## src/design/pkfs_pkg.sv

```systemverilog
// Package for the pose keyframe selector: widths, shared types and the arctangent table.
// Used by the channel interfaces, the CORDIC unit and the top level.
package pkfs_pkg;

  localparam int PosW         = 32;
  localparam int RotW         = 16;
  localparam int DistLimW     = 48;
  localparam int AngLimW      = 15;
  localparam int CfgDataW     = 48;
  localparam int CfgIdxW      = 1;

  localparam int CordicSteps  = 16;
  localparam int CordicW      = 20;
  localparam int ZW           = 24;
  localparam int RndSh        = 7;
  localparam int AngW         = ZW - RndSh;
  localparam int AtanW        = 20;
  localparam int AtanIdxW     = 5;

  localparam logic signed [ZW-1:0] PiFine   = 24'sd3294199;
  localparam int                   PiAng    = 25736;
  localparam int                   TwoPiAng = 51472;

  localparam logic [CfgIdxW-1:0] CfgDistSqLimit = 1'd0;
  localparam logic [CfgIdxW-1:0] CfgAngleLimit  = 1'd1;

  typedef struct packed {
    logic signed [RotW-1:0] rot_00;
    logic signed [RotW-1:0] rot_10;
    logic signed [RotW-1:0] rot_11;
    logic signed [RotW-1:0] rot_21;
    logic signed [RotW-1:0] rot_02;
    logic signed [RotW-1:0] rot_22;
  } rot_t;

  typedef struct packed {
    logic signed [AngW-1:0] yaw;
    logic signed [AngW-1:0] roll;
    logic signed [AngW-1:0] pitch;
  } angles_t;

  typedef struct packed {
    logic busy;
    logic done;
  } cordic_stat_t;

  // arctan(2^-i) in units of 2^-20 rad, rounded to nearest
  function automatic logic [AtanW-1:0] atan_fine(input logic [AtanIdxW-1:0] idx);
    logic [AtanW-1:0] v;
    case (idx)
      5'd0:    v = 20'd823550;
      5'd1:    v = 20'd486170;
      5'd2:    v = 20'd256879;
      5'd3:    v = 20'd130396;
      5'd4:    v = 20'd65451;
      5'd5:    v = 20'd32757;
      5'd6:    v = 20'd16383;
      5'd7:    v = 20'd8192;
      5'd8:    v = 20'd4096;
      5'd9:    v = 20'd2048;
      5'd10:   v = 20'd1024;
      5'd11:   v = 20'd512;
      5'd12:   v = 20'd256;
      5'd13:   v = 20'd128;
      5'd14:   v = 20'd64;
      5'd15:   v = 20'd32;
      5'd16:   v = 20'd16;
      5'd17:   v = 20'd8;
      5'd18:   v = 20'd4;
      5'd19:   v = 20'd2;
      5'd20:   v = 20'd1;
      default: v = 20'd0;
    endcase
    return v;
  endfunction

endpackage

```

## src/design/pkfs_if.sv

```systemverilog
// Valid/ready channel interfaces of the pose keyframe selector: pose in, keyframe flag out.
// Depends on pkfs_pkg.
interface pkfs_pose_if;
  import pkfs_pkg::*;
  logic                   valid;
  logic                   ready;
  logic signed [PosW-1:0] pos_x;
  logic signed [PosW-1:0] pos_y;
  logic signed [PosW-1:0] pos_z;
  logic signed [RotW-1:0] rot_00;
  logic signed [RotW-1:0] rot_10;
  logic signed [RotW-1:0] rot_11;
  logic signed [RotW-1:0] rot_21;
  logic signed [RotW-1:0] rot_02;
  logic signed [RotW-1:0] rot_22;
  modport source (output valid, pos_x, pos_y, pos_z, rot_00, rot_10, rot_11, rot_21, rot_02,
                  rot_22, input ready);
  modport sink (input valid, pos_x, pos_y, pos_z, rot_00, rot_10, rot_11, rot_21, rot_02,
                rot_22, output ready);
endinterface

interface pkfs_flag_if;
  logic valid;
  logic ready;
  logic is_keyframe;
  modport source (output valid, is_keyframe, input ready);
  modport sink (input valid, is_keyframe, output ready);
endinterface

```

## src/design/pose_keyframe_selector_core.sv

```systemverilog
// Top level of the pose keyframe selector: control, serial squared distance, decision.
// Depends on pkfs_pkg, pkfs_if and pkfs_cordic.
//
// Usage: a pose transaction enters on pose_i (valid/ready); for each one a single
// transaction with is_keyframe leaves on flag_o. Thresholds are written through
// cfg_we_i / cfg_idx_i / cfg_data_i (index 0 squared distance, index 1 angle) while idle.
// The squared distance is built radix-4, two multiplier bits per cycle, one axis after
// another (magnitude, triple, multiply states). In parallel the CORDIC unit computes the
// three angles in turn. The result is registered once both are done, and pose_i.ready
// rises in the same cycle, so no new pose is taken while one is still in progress.
// The result sits in an output register; a stalled receiver holds the next decision
// back (the reference pose is not updated) until the register is free.
// Reset clears the reference pose, the keyframe-present flag and the output valid flag,
// and loads the threshold defaults; the first pose after reset is always a keyframe.
module pose_keyframe_selector_core (
  input  logic                         clk_i,
  input  logic                         rst_ni,
  input  logic                         cfg_we_i,
  input  logic [pkfs_pkg::CfgIdxW-1:0] cfg_idx_i,
  input  logic [pkfs_pkg::CfgDataW-1:0] cfg_data_i,
  pkfs_pose_if.sink                    pose_i,
  pkfs_flag_if.source                  flag_o
);
  import pkfs_pkg::*;

  localparam int MagW  = PosW;
  localparam int SqW   = 2 * MagW;
  localparam int AccW  = SqW + 2;
  localparam int DigN  = MagW / 2;
  localparam int DigW  = $clog2(DigN);
  localparam int DiffW = AngW + 2;

  localparam logic [1:0] AxisX = 2'd0;
  localparam logic [1:0] AxisY = 2'd1;
  localparam logic [1:0] AxisZ = 2'd2;

  typedef enum logic [2:0] {SIdle, SMag, STriple, SMul, SWait, SDone} state_e;

  state_e                   state_q;
  logic [1:0]               axis_q;
  logic [DigW-1:0]          digit_q;
  logic                     ang_ready_q, have_kf_q, out_valid_q, out_flag_q;
  logic [DistLimW-1:0]      dist_lim_q;
  logic [AngLimW-1:0]       ang_lim_q;
  logic signed [PosW-1:0]   ref_x_q, ref_y_q, ref_z_q;
  angles_t                  ref_ang_q;
  logic signed [PosW-1:0]   px_q, py_q, pz_q;
  rot_t                     rot_q;
  logic [MagW-1:0]          mplier_q;
  logic [SqW-1:0]           mcand_q, m3_q;
  logic [AccW-1:0]          acc_q;

  angles_t                  angles;
  cordic_stat_t             cor_stat;
  logic                     accept, out_free, last_digit, kf_flag;
  logic signed [PosW-1:0]   pos_sel, ref_sel;
  logic signed [PosW:0]     diff, mag_w;
  logic [SqW-1:0]           addend;

  function automatic logic angle_exceeds(input logic signed [AngW-1:0] kf_ang,
                                         input logic signed [AngW-1:0] now,
                                         input logic [AngLimW-1:0] lim);
    logic signed [DiffW-1:0] d;
    logic [DiffW-1:0]        mag;
    d = {{2{kf_ang[AngW-1]}}, kf_ang} - {{2{now[AngW-1]}}, now};
    if (d > DiffW'(PiAng)) begin
      d = d - DiffW'(TwoPiAng);
    end else if (d < -DiffW'(PiAng)) begin
      d = d + DiffW'(TwoPiAng);
    end
    mag = d[DiffW-1] ? DiffW'(-d) : DiffW'(d);
    return mag > {{(DiffW-AngLimW){1'b0}}, lim};
  endfunction

  pkfs_cordic u_cordic (
    .clk_i    (clk_i),
    .rst_ni   (rst_ni),
    .start_i  (accept),
    .rot_i    (rot_q),
    .angles_o (angles),
    .stat_o   (cor_stat)
  );

  assign pose_i.ready      = (state_q == SIdle);
  assign accept            = pose_i.valid && pose_i.ready;
  assign out_free          = !out_valid_q || flag_o.ready;
  assign last_digit        = (digit_q == DigW'(DigN - 1));
  assign flag_o.valid      = out_valid_q;
  assign flag_o.is_keyframe = out_flag_q;

  always_comb begin
    case (axis_q)
      AxisY: begin
        pos_sel = py_q;
        ref_sel = ref_y_q;
      end
      AxisZ: begin
        pos_sel = pz_q;
        ref_sel = ref_z_q;
      end
      default: begin
        pos_sel = px_q;
        ref_sel = ref_x_q;
      end
    endcase
    diff  = {pos_sel[PosW-1], pos_sel} - {ref_sel[PosW-1], ref_sel};
    mag_w = diff[PosW] ? -diff : diff;
    case (mplier_q[1:0])
      2'd1:    addend = mcand_q;
      2'd2:    addend = {mcand_q[SqW-2:0], 1'b0};
      2'd3:    addend = m3_q;
      default: addend = '0;
    endcase
    kf_flag = !have_kf_q
           || (acc_q > {{(AccW-DistLimW){1'b0}}, dist_lim_q})
           || angle_exceeds(ref_ang_q.yaw, angles.yaw, ang_lim_q)
           || angle_exceeds(ref_ang_q.roll, angles.roll, ang_lim_q)
           || angle_exceeds(ref_ang_q.pitch, angles.pitch, ang_lim_q);
  end

  always_ff @(posedge clk_i or negedge rst_ni) begin
    if (!rst_ni) begin
      state_q     <= SIdle;
      axis_q      <= AxisX;
      digit_q     <= '0;
      ang_ready_q <= 1'b0;
      have_kf_q   <= 1'b0;
      out_valid_q <= 1'b0;
      dist_lim_q  <= DistLimW'(41943);
      ang_lim_q   <= AngLimW'(715);
      ref_x_q     <= '0;
      ref_y_q     <= '0;
      ref_z_q     <= '0;
      ref_ang_q   <= '0;
    end else begin
      if (cfg_we_i) begin
        case (cfg_idx_i)
          CfgDistSqLimit: dist_lim_q <= cfg_data_i[DistLimW-1:0];
          CfgAngleLimit:  ang_lim_q  <= cfg_data_i[AngLimW-1:0];
          default: ;
        endcase
      end
      if (accept) begin
        ang_ready_q <= 1'b0;
      end else if (cor_stat.done) begin
        ang_ready_q <= 1'b1;
      end
      if (state_q == SDone && out_free) begin
        out_valid_q <= 1'b1;
      end else if (flag_o.valid && flag_o.ready) begin
        out_valid_q <= 1'b0;
      end
      case (state_q)
        SIdle: begin
          if (accept) begin
            state_q     <= SMag;
            axis_q      <= AxisX;
          end
        end
        SMag: begin
          state_q <= STriple;
          digit_q <= '0;
        end
        STriple: state_q <= SMul;
        SMul: begin
          digit_q <= digit_q + DigW'(1);
          if (last_digit) begin
            if (axis_q == AxisZ) begin
              state_q <= SWait;
            end else begin
              axis_q  <= axis_q + 2'd1;
              state_q <= SMag;
            end
          end
        end
        SWait: begin
          if (ang_ready_q) begin
            state_q <= SDone;
          end
        end
        SDone: begin
          if (out_free) begin
            state_q     <= SIdle;
            if (kf_flag) begin
              have_kf_q <= 1'b1;
              ref_x_q   <= px_q;
              ref_y_q   <= py_q;
              ref_z_q   <= pz_q;
              ref_ang_q <= angles;
            end
          end
        end
        default: state_q <= SIdle;
      endcase
    end
  end

  always_ff @(posedge clk_i) begin
    if (accept) begin
      px_q         <= pose_i.pos_x;
      py_q         <= pose_i.pos_y;
      pz_q         <= pose_i.pos_z;
      rot_q.rot_00 <= pose_i.rot_00;
      rot_q.rot_10 <= pose_i.rot_10;
      rot_q.rot_11 <= pose_i.rot_11;
      rot_q.rot_21 <= pose_i.rot_21;
      rot_q.rot_02 <= pose_i.rot_02;
      rot_q.rot_22 <= pose_i.rot_22;
      acc_q        <= '0;
    end
    if (state_q == SMag) begin
      mplier_q <= mag_w[MagW-1:0];
      mcand_q  <= {{(SqW-MagW){1'b0}}, mag_w[MagW-1:0]};
    end
    if (state_q == STriple) begin
      m3_q <= mcand_q + {mcand_q[SqW-2:0], 1'b0};
    end
    if (state_q == SMul) begin
      acc_q    <= acc_q + {2'b00, addend};
      mplier_q <= {2'b00, mplier_q[MagW-1:2]};
      mcand_q  <= {mcand_q[SqW-3:0], 2'b00};
      m3_q     <= {m3_q[SqW-3:0], 2'b00};
    end
    if (state_q == SDone && out_free) begin
      out_flag_q <= kf_flag;
    end
  end

  assert property (@(posedge clk_i) disable iff (!rst_ni)
    (state_q == SIdle) |-> !cor_stat.busy)
    else $error("angle unit busy while waiting for a pose");

  assert property (@(posedge clk_i) disable iff (!rst_ni)
    (state_q == SMul && last_digit) |=> (mplier_q == '0))
    else $error("multiplier digits left over after the last step");

  assert property (@(posedge clk_i) disable iff (!rst_ni)
    (state_q == SDone && out_free && !have_kf_q) |=> (out_valid_q && out_flag_q && have_kf_q))
    else $error("first pose not taken as keyframe");

endmodule

```

## src/design/pkfs_cordic.sv

```systemverilog
// Shared iterative CORDIC: yaw, roll and pitch by atan2, one micro-rotation per cycle.
// Depends on pkfs_pkg.
module pkfs_cordic (
  input  logic                   clk_i,
  input  logic                   rst_ni,
  input  logic                   start_i,
  input  pkfs_pkg::rot_t         rot_i,
  output pkfs_pkg::angles_t      angles_o,
  output pkfs_pkg::cordic_stat_t stat_o
);
  import pkfs_pkg::*;

  localparam int StepW = $clog2(CordicSteps);

  typedef enum logic [1:0] {SelYaw, SelRoll, SelPitch} sel_e;

  sel_e                    sel_q;
  logic                    busy_q, iter_q, done_q, zero_q;
  logic [StepW-1:0]        step_q;
  logic signed [CordicW-1:0] x_q, y_q;
  logic signed [ZW-1:0]    z_q;
  angles_t                 angles_q;

  logic signed [RotW-1:0]    vx, vy;
  logic signed [CordicW-1:0] vx_e, vy_e, xs, ys, x_nx, y_nx;
  logic signed [ZW-1:0]      atan_e, z_nx, z_rnd;
  logic signed [AngW-1:0]    ang_nx;
  logic                      last_step;

  always_comb begin
    case (sel_q)
      SelYaw: begin
        vy = rot_i.rot_10;
        vx = rot_i.rot_00;
      end
      SelRoll: begin
        vy = rot_i.rot_21;
        vx = rot_i.rot_11;
      end
      SelPitch: begin
        vy = rot_i.rot_02;
        vx = rot_i.rot_22;
      end
      default: begin
        vy = rot_i.rot_10;
        vx = rot_i.rot_00;
      end
    endcase
    vx_e   = {{(CordicW-RotW){vx[RotW-1]}}, vx};
    vy_e   = {{(CordicW-RotW){vy[RotW-1]}}, vy};
    xs     = x_q >>> step_q;
    ys     = y_q >>> step_q;
    atan_e = {{(ZW-AtanW){1'b0}}, atan_fine(AtanIdxW'(step_q))};
    if (!y_q[CordicW-1]) begin
      x_nx = x_q + ys;
      y_nx = y_q - xs;
      z_nx = z_q + atan_e;
    end else begin
      x_nx = x_q - ys;
      y_nx = y_q + xs;
      z_nx = z_q - atan_e;
    end
    z_rnd     = z_nx + ZW'(64);
    ang_nx    = zero_q ? '0 : z_rnd[ZW-1:RndSh];
    last_step = (step_q == StepW'(CordicSteps - 1));
  end

  always_ff @(posedge clk_i or negedge rst_ni) begin
    if (!rst_ni) begin
      busy_q <= 1'b0;
      iter_q <= 1'b0;
      done_q <= 1'b0;
      sel_q  <= SelYaw;
      step_q <= '0;
    end else begin
      done_q <= 1'b0;
      if (start_i) begin
        busy_q <= 1'b1;
        iter_q <= 1'b0;
        sel_q  <= SelYaw;
      end else if (busy_q) begin
        if (!iter_q) begin
          iter_q <= 1'b1;
          step_q <= '0;
        end else begin
          step_q <= step_q + StepW'(1);
          if (last_step) begin
            iter_q <= 1'b0;
            case (sel_q)
              SelYaw:   sel_q <= SelRoll;
              SelRoll:  sel_q <= SelPitch;
              default: begin
                busy_q <= 1'b0;
                done_q <= 1'b1;
              end
            endcase
          end
        end
      end
    end
  end

  always_ff @(posedge clk_i) begin
    if (busy_q && !iter_q) begin
      zero_q <= (vx == '0) && (vy == '0);
      if (vx[RotW-1]) begin
        x_q <= -vx_e;
        y_q <= -vy_e;
        z_q <= vy[RotW-1] ? -PiFine : PiFine;
      end else begin
        x_q <= vx_e;
        y_q <= vy_e;
        z_q <= '0;
      end
    end else if (busy_q && iter_q) begin
      x_q <= x_nx;
      y_q <= y_nx;
      z_q <= z_nx;
      if (last_step) begin
        case (sel_q)
          SelYaw:   angles_q.yaw   <= ang_nx;
          SelRoll:  angles_q.roll  <= ang_nx;
          default:  angles_q.pitch <= ang_nx;
        endcase
      end
    end
  end

  assign angles_o    = angles_q;
  assign stat_o.busy = busy_q;
  assign stat_o.done = done_q;

endmodule
```

## src/flat_wrapper.sv

```systemverilog
// flat-port wrapper written by rule: the top's interface ports become plain ports
module pose_keyframe_selector_core_flat import pkfs_pkg::*;
  (clk_i, rst_ni, cfg_we_i, cfg_idx_i, cfg_data_i, pose_i_valid, pose_i_pos_x, pose_i_pos_y, pose_i_pos_z, pose_i_rot_00, pose_i_rot_10, pose_i_rot_11, pose_i_rot_21, pose_i_rot_02, pose_i_rot_22, pose_i_ready, flag_o_valid, flag_o_is_keyframe, flag_o_ready);
  pkfs_pose_if pose_i_i ();
  pkfs_flag_if flag_o_i ();
  input  logic clk_i;
  input  logic rst_ni;
  input  logic cfg_we_i;
  input  logic [pkfs_pkg::CfgIdxW-1:0] cfg_idx_i;
  input  logic [pkfs_pkg::CfgDataW-1:0] cfg_data_i;
  input wire logic [$bits(pose_i_i.valid)-1:0] pose_i_valid;
  input wire logic [$bits(pose_i_i.pos_x)-1:0] pose_i_pos_x;
  input wire logic [$bits(pose_i_i.pos_y)-1:0] pose_i_pos_y;
  input wire logic [$bits(pose_i_i.pos_z)-1:0] pose_i_pos_z;
  input wire logic [$bits(pose_i_i.rot_00)-1:0] pose_i_rot_00;
  input wire logic [$bits(pose_i_i.rot_10)-1:0] pose_i_rot_10;
  input wire logic [$bits(pose_i_i.rot_11)-1:0] pose_i_rot_11;
  input wire logic [$bits(pose_i_i.rot_21)-1:0] pose_i_rot_21;
  input wire logic [$bits(pose_i_i.rot_02)-1:0] pose_i_rot_02;
  input wire logic [$bits(pose_i_i.rot_22)-1:0] pose_i_rot_22;
  output wire logic [$bits(pose_i_i.ready)-1:0] pose_i_ready;
  output wire logic [$bits(flag_o_i.valid)-1:0] flag_o_valid;
  output wire logic [$bits(flag_o_i.is_keyframe)-1:0] flag_o_is_keyframe;
  input wire logic [$bits(flag_o_i.ready)-1:0] flag_o_ready;
  assign pose_i_i.valid = pose_i_valid;
  assign pose_i_i.pos_x = pose_i_pos_x;
  assign pose_i_i.pos_y = pose_i_pos_y;
  assign pose_i_i.pos_z = pose_i_pos_z;
  assign pose_i_i.rot_00 = pose_i_rot_00;
  assign pose_i_i.rot_10 = pose_i_rot_10;
  assign pose_i_i.rot_11 = pose_i_rot_11;
  assign pose_i_i.rot_21 = pose_i_rot_21;
  assign pose_i_i.rot_02 = pose_i_rot_02;
  assign pose_i_i.rot_22 = pose_i_rot_22;
  assign pose_i_ready = pose_i_i.ready;
  assign flag_o_valid = flag_o_i.valid;
  assign flag_o_is_keyframe = flag_o_i.is_keyframe;
  assign flag_o_i.ready = flag_o_ready;
  pose_keyframe_selector_core u_core (.clk_i(clk_i), .rst_ni(rst_ni), .cfg_we_i(cfg_we_i), .cfg_idx_i(cfg_idx_i), .cfg_data_i(cfg_data_i), .pose_i(pose_i_i), .flag_o(flag_o_i));
endmodule
```

## config.mk

```make
export PLATFORM = sky130hd
export DESIGN_NAME = pose_keyframe_selector_core_flat
export DESIGN_NICKNAME = d
export VERILOG_FILES = /design/src/design/pkfs_pkg.sv /design/src/design/pkfs_if.sv /design/src/design/pose_keyframe_selector_core.sv /design/src/design/pkfs_cordic.sv /design/src/flat_wrapper.sv
export SDC_FILE = /design/constraint.sdc
export NUM_CORES = 2
export LEC_CHECK = 0
export BUFFER_PORTS_ARGS = -buffer_cell sky130_fd_sc_hd__buf_4
export CELL_PAD_IN_SITES_DETAIL_PLACEMENT = 1
export CELL_PAD_IN_SITES_GLOBAL_PLACEMENT = 1
export CORE_MARGIN = 2
export CORE_UTILIZATION = 30
export DETAILED_ROUTE_END_ITERATION = 7
export GPL_TIMING_DRIVEN = 0
export PLACE_DENSITY_LB_ADDON = 0.25
export SKIP_LAST_GASP = 1
export SLEW_MARGIN = 40
export SYNTH_ARGS = -nofsm -noshare
export SYNTH_HDL_FRONTEND = slang
export SYNTH_HIERARCHICAL = 1
export SYNTH_SLANG_ARGS = --single-unit
```

## constraint.sdc

```tcl
create_clock -name clk_i -period 10 [get_ports clk_i]
set_input_delay 1.5 -clock clk_i [delete_from_list [all_inputs] [get_ports clk_i]]
set_output_delay 1.5 -clock clk_i [all_outputs]
set_load 0.05 [all_outputs]
```

==> summary.txt <==
status -> finished clean
synthesis-to-finish area growth -> 15.71%
Initial Util -> 30.28%
DRC -> 0
Slew Limit Headroom -> 34.40%
maximum vdd drop -> 0.1601 mV
drt total wl -> 193000 um
final worst path period share -> 92.86%
Tot GR Track Use -> 20.27%
Clock Latency Late Sink -> 750 ps
met1 WL -> 90170 um
placement row count -> 157
max frequency -> 0.1077 GHz
clk root buf -> clkbuf_16
final setup violation count -> 0
Chip Height -> 434.3 um
initial antenna violation count -> 8
DR WL/cell -> 22.33 um
Layout Cells excl Fill -> 8642
Max Cap Violations -> 0
Syn Std Cell Area -> 55560 um2
total grt overflow -> 0
largest net degree at the start of global routing -> 69
yosys warns -> 6
Inst Count DP -> 8459
delay of the slowest critical-path stage -> 670 ps
die area -> 188700 um2
met3 WL -> 7504 um
Buffers on Ports -> 248
Worst Clk Skew -> 57.35 ps
Final #Nets -> 6745
first-pass GRT wire length -> 297000 um
total CTS buffers -> 96
hold crit path type -> flip-flop to flip-flop
Met2 Wirelength -> 88430 um
Slew Limit Fails -> 0
CTS resizes -> 0
Clock H-tree levels -> 3
vias -> 46.20k
GP Congestion -> 0.9210
Mapped Cells -> 5728
Avg Cell Area, Syn -> 9.699 um2
post-CTS setup buffer count -> 0
Startpoint Class -> flip-flop
post-DP HPWL -> 151600 um
Top Ports -> 249
Slowest cell on crit path -> a2111oi_2
TritonRoute pass-1 iters -> 5
Hold Violations, Final -> 0
crit path max fanout -> 10
Pwr per Cell Area -> 367.9 nW/um2
unrepaired setup endpoints after global routing -> no
CP arrival -> 9900 ps
Final ANT Viol Nets -> 0
Fill cells -> 21.12k
Crit Path Class -> flip-flop to flip-flop
uppermost routed layer -> met5
leakage -> 26.57 nW
vias in the first global route -> 48.40k
CTS tree -> built
worst path required time -> 10620 ps
crit end category -> flip-flop
layout cells sized above 1 -> 11.79%
Slew @ Worst Pin -> 973.6 ps
Critical Path Most Common Cell -> ha_1
Vias/cell -> 5.346
Clock Pin Slew Worst Setup and Hold Paths -> 60 ps
die width -> 434.3 um
DR iter-0 viols -> 2569
clock buffer depth -> 3
TritonCTS Sinks -> 766
syn_nets -> 6380
fin util -> 35.04%
min cycle time layout -> 9286 ps
Hold Buf Count CTS -> 0
CORE AREA -> 183500 um2
[registers in the layout, summed over array words and instances, names as in the netlist, 3 cells and up]
name	cells
u_core/u_cordic/step_q	4
u_core/mplier_q	32
u_core/py_q	32
u_core/pz_q	32
u_core/ref_z_q	32
u_core/ref_x_q	32
u_core/px_q	32
u_core/u_cordic/x_q	20
u_core/ang_lim_q	15
u_core/state_q	3
u_core/ref_ang_q	51
u_core/mcand_q	64
u_core/ref_y_q	32
u_core/m3_q	64
u_core/dist_lim_q	48
u_core/acc_q	66
u_core/u_cordic/y_q	20
u_core/digit_q	4
u_core/u_cordic/z_q	24
u_core/u_cordic/angles_o	51
u_core/rot_q	96
[worst paths after layout]
check                                       startpoint               endpoint  slack, ps  cells past startpoint
min in group asynchronous                       rst_ni  u_core/dist_lim_q[45]        630                      1
max reg2reg                u_core/u_cordic/angles_o[1]     u_core/ref_x_q[26]        710                     34
min reg2reg                             u_core/m3_q[0]         u_core/m3_q[0]        460                      2
min                                     u_core/m3_q[0]         u_core/m3_q[0]        460                      2
max in group asynchronous                       rst_ni    u_core/ang_lim_q[3]       8090                      4
max                        u_core/u_cordic/angles_o[1]     u_core/ref_x_q[26]        710                     34
[critical path, delay by kind of cell (launching register included)]
family | cells | cell delay [ps]
XOR/XNOR | 3 | 870
AND/OR/NAND/NOR | 12 | 2720
flip-flops | 1 | 380
adder cells (fa/ha/maj) | 3 | 850
AO/OA/AOI/OAI | 9 | 2790
multiplexers | 1 | 340
buffers and inverters | 6 | 1240
[metrics by stage]
step	instance area [um2]	TNS, ps	hold WS, ps	total power (W)	worst slack (ps)
after floorplan	55560	0	428.1	0.01557	1793
after global placement	60500	-51870	446.1	0.01965	-805.6
after detailed placement	61010	0	453.4	0.02003	596.7
after CTS	64230	0	461.7	0.02379	600.6
after global routing	64280	0	492.7	0.02563	26.57
final	64290	0	460.5	0.02365	713.8
[layout by cell type, fill, tap and decap left out, types with 31 or more instances in the layout]
| cell | count |
|---|---|
| nor4_1 | 31 |
| a211oi_1 | 51 |
| a22o_1 | 81 |
| nand2b_1 | 84 |
| o31ai_1 | 45 |
| ha_1 | 397 |
| mux4_2 | 33 |
| xor2_1 | 159 |
| nand4_1 | 63 |
| and3_1 | 73 |
| a21oi_1 | 456 |
| clkbuf_16 | 97 |
| nand2_1 | 426 |
| buf_4 | 255 |
| nor3_1 | 80 |
| mux2_1 | 146 |
| xnor2_1 | 241 |
| o21a_1 | 47 |
| o21bai_1 | 39 |
| edfxtp_1 | 529 |
| mux2i_1 | 53 |
| nand3_1 | 104 |
| or3_1 | 35 |
| clkbuf_1 | 181 |
| nor2_1 | 486 |
| o21ai_0 | 366 |
| mux2_2 | 101 |
| a21o_1 | 149 |
| buf_1 | 31 |
| a22oi_1 | 108 |
| dfrtp_1 | 215 |
| and2_1 | 50 |
| a31oi_1 | 67 |
| inv_1 | 249 |
| nor2b_1 | 62 |
[report_power, final]
group          switching [W]  leakage [nW]  total [W]  internal, W
combinational        0.00927          16.8     0.0149      0.00562
sequential          0.000548          8.16    0.00517      0.00463
clock                0.00151          1.57    0.00359      0.00209
total                 0.0113          26.6     0.0237       0.0123
[final cells by class]
cell class,instances,area [um2],area share [%]
antenna,2,5.005,0.007785
sequential,766,21810,33.92
buffer,255,1146,1.783
multi-input combinational,4453,31830,49.51
clock inverter,55,616.8,0.9595
inverter,254,960.9,1.495
timing repair buffer,267,2235,3.476
tap,2464,3083,4.796
clock buffer,126,2606,4.054
[metal layers]
layer  global-route usage, %  vias up
li1                        -    22040
met1                   27.43    23080
met2                   33.11      825
met3                   2.514      249
met4                   7.383        4
met5                       0        -
Power figures use the tool's default switching activity.
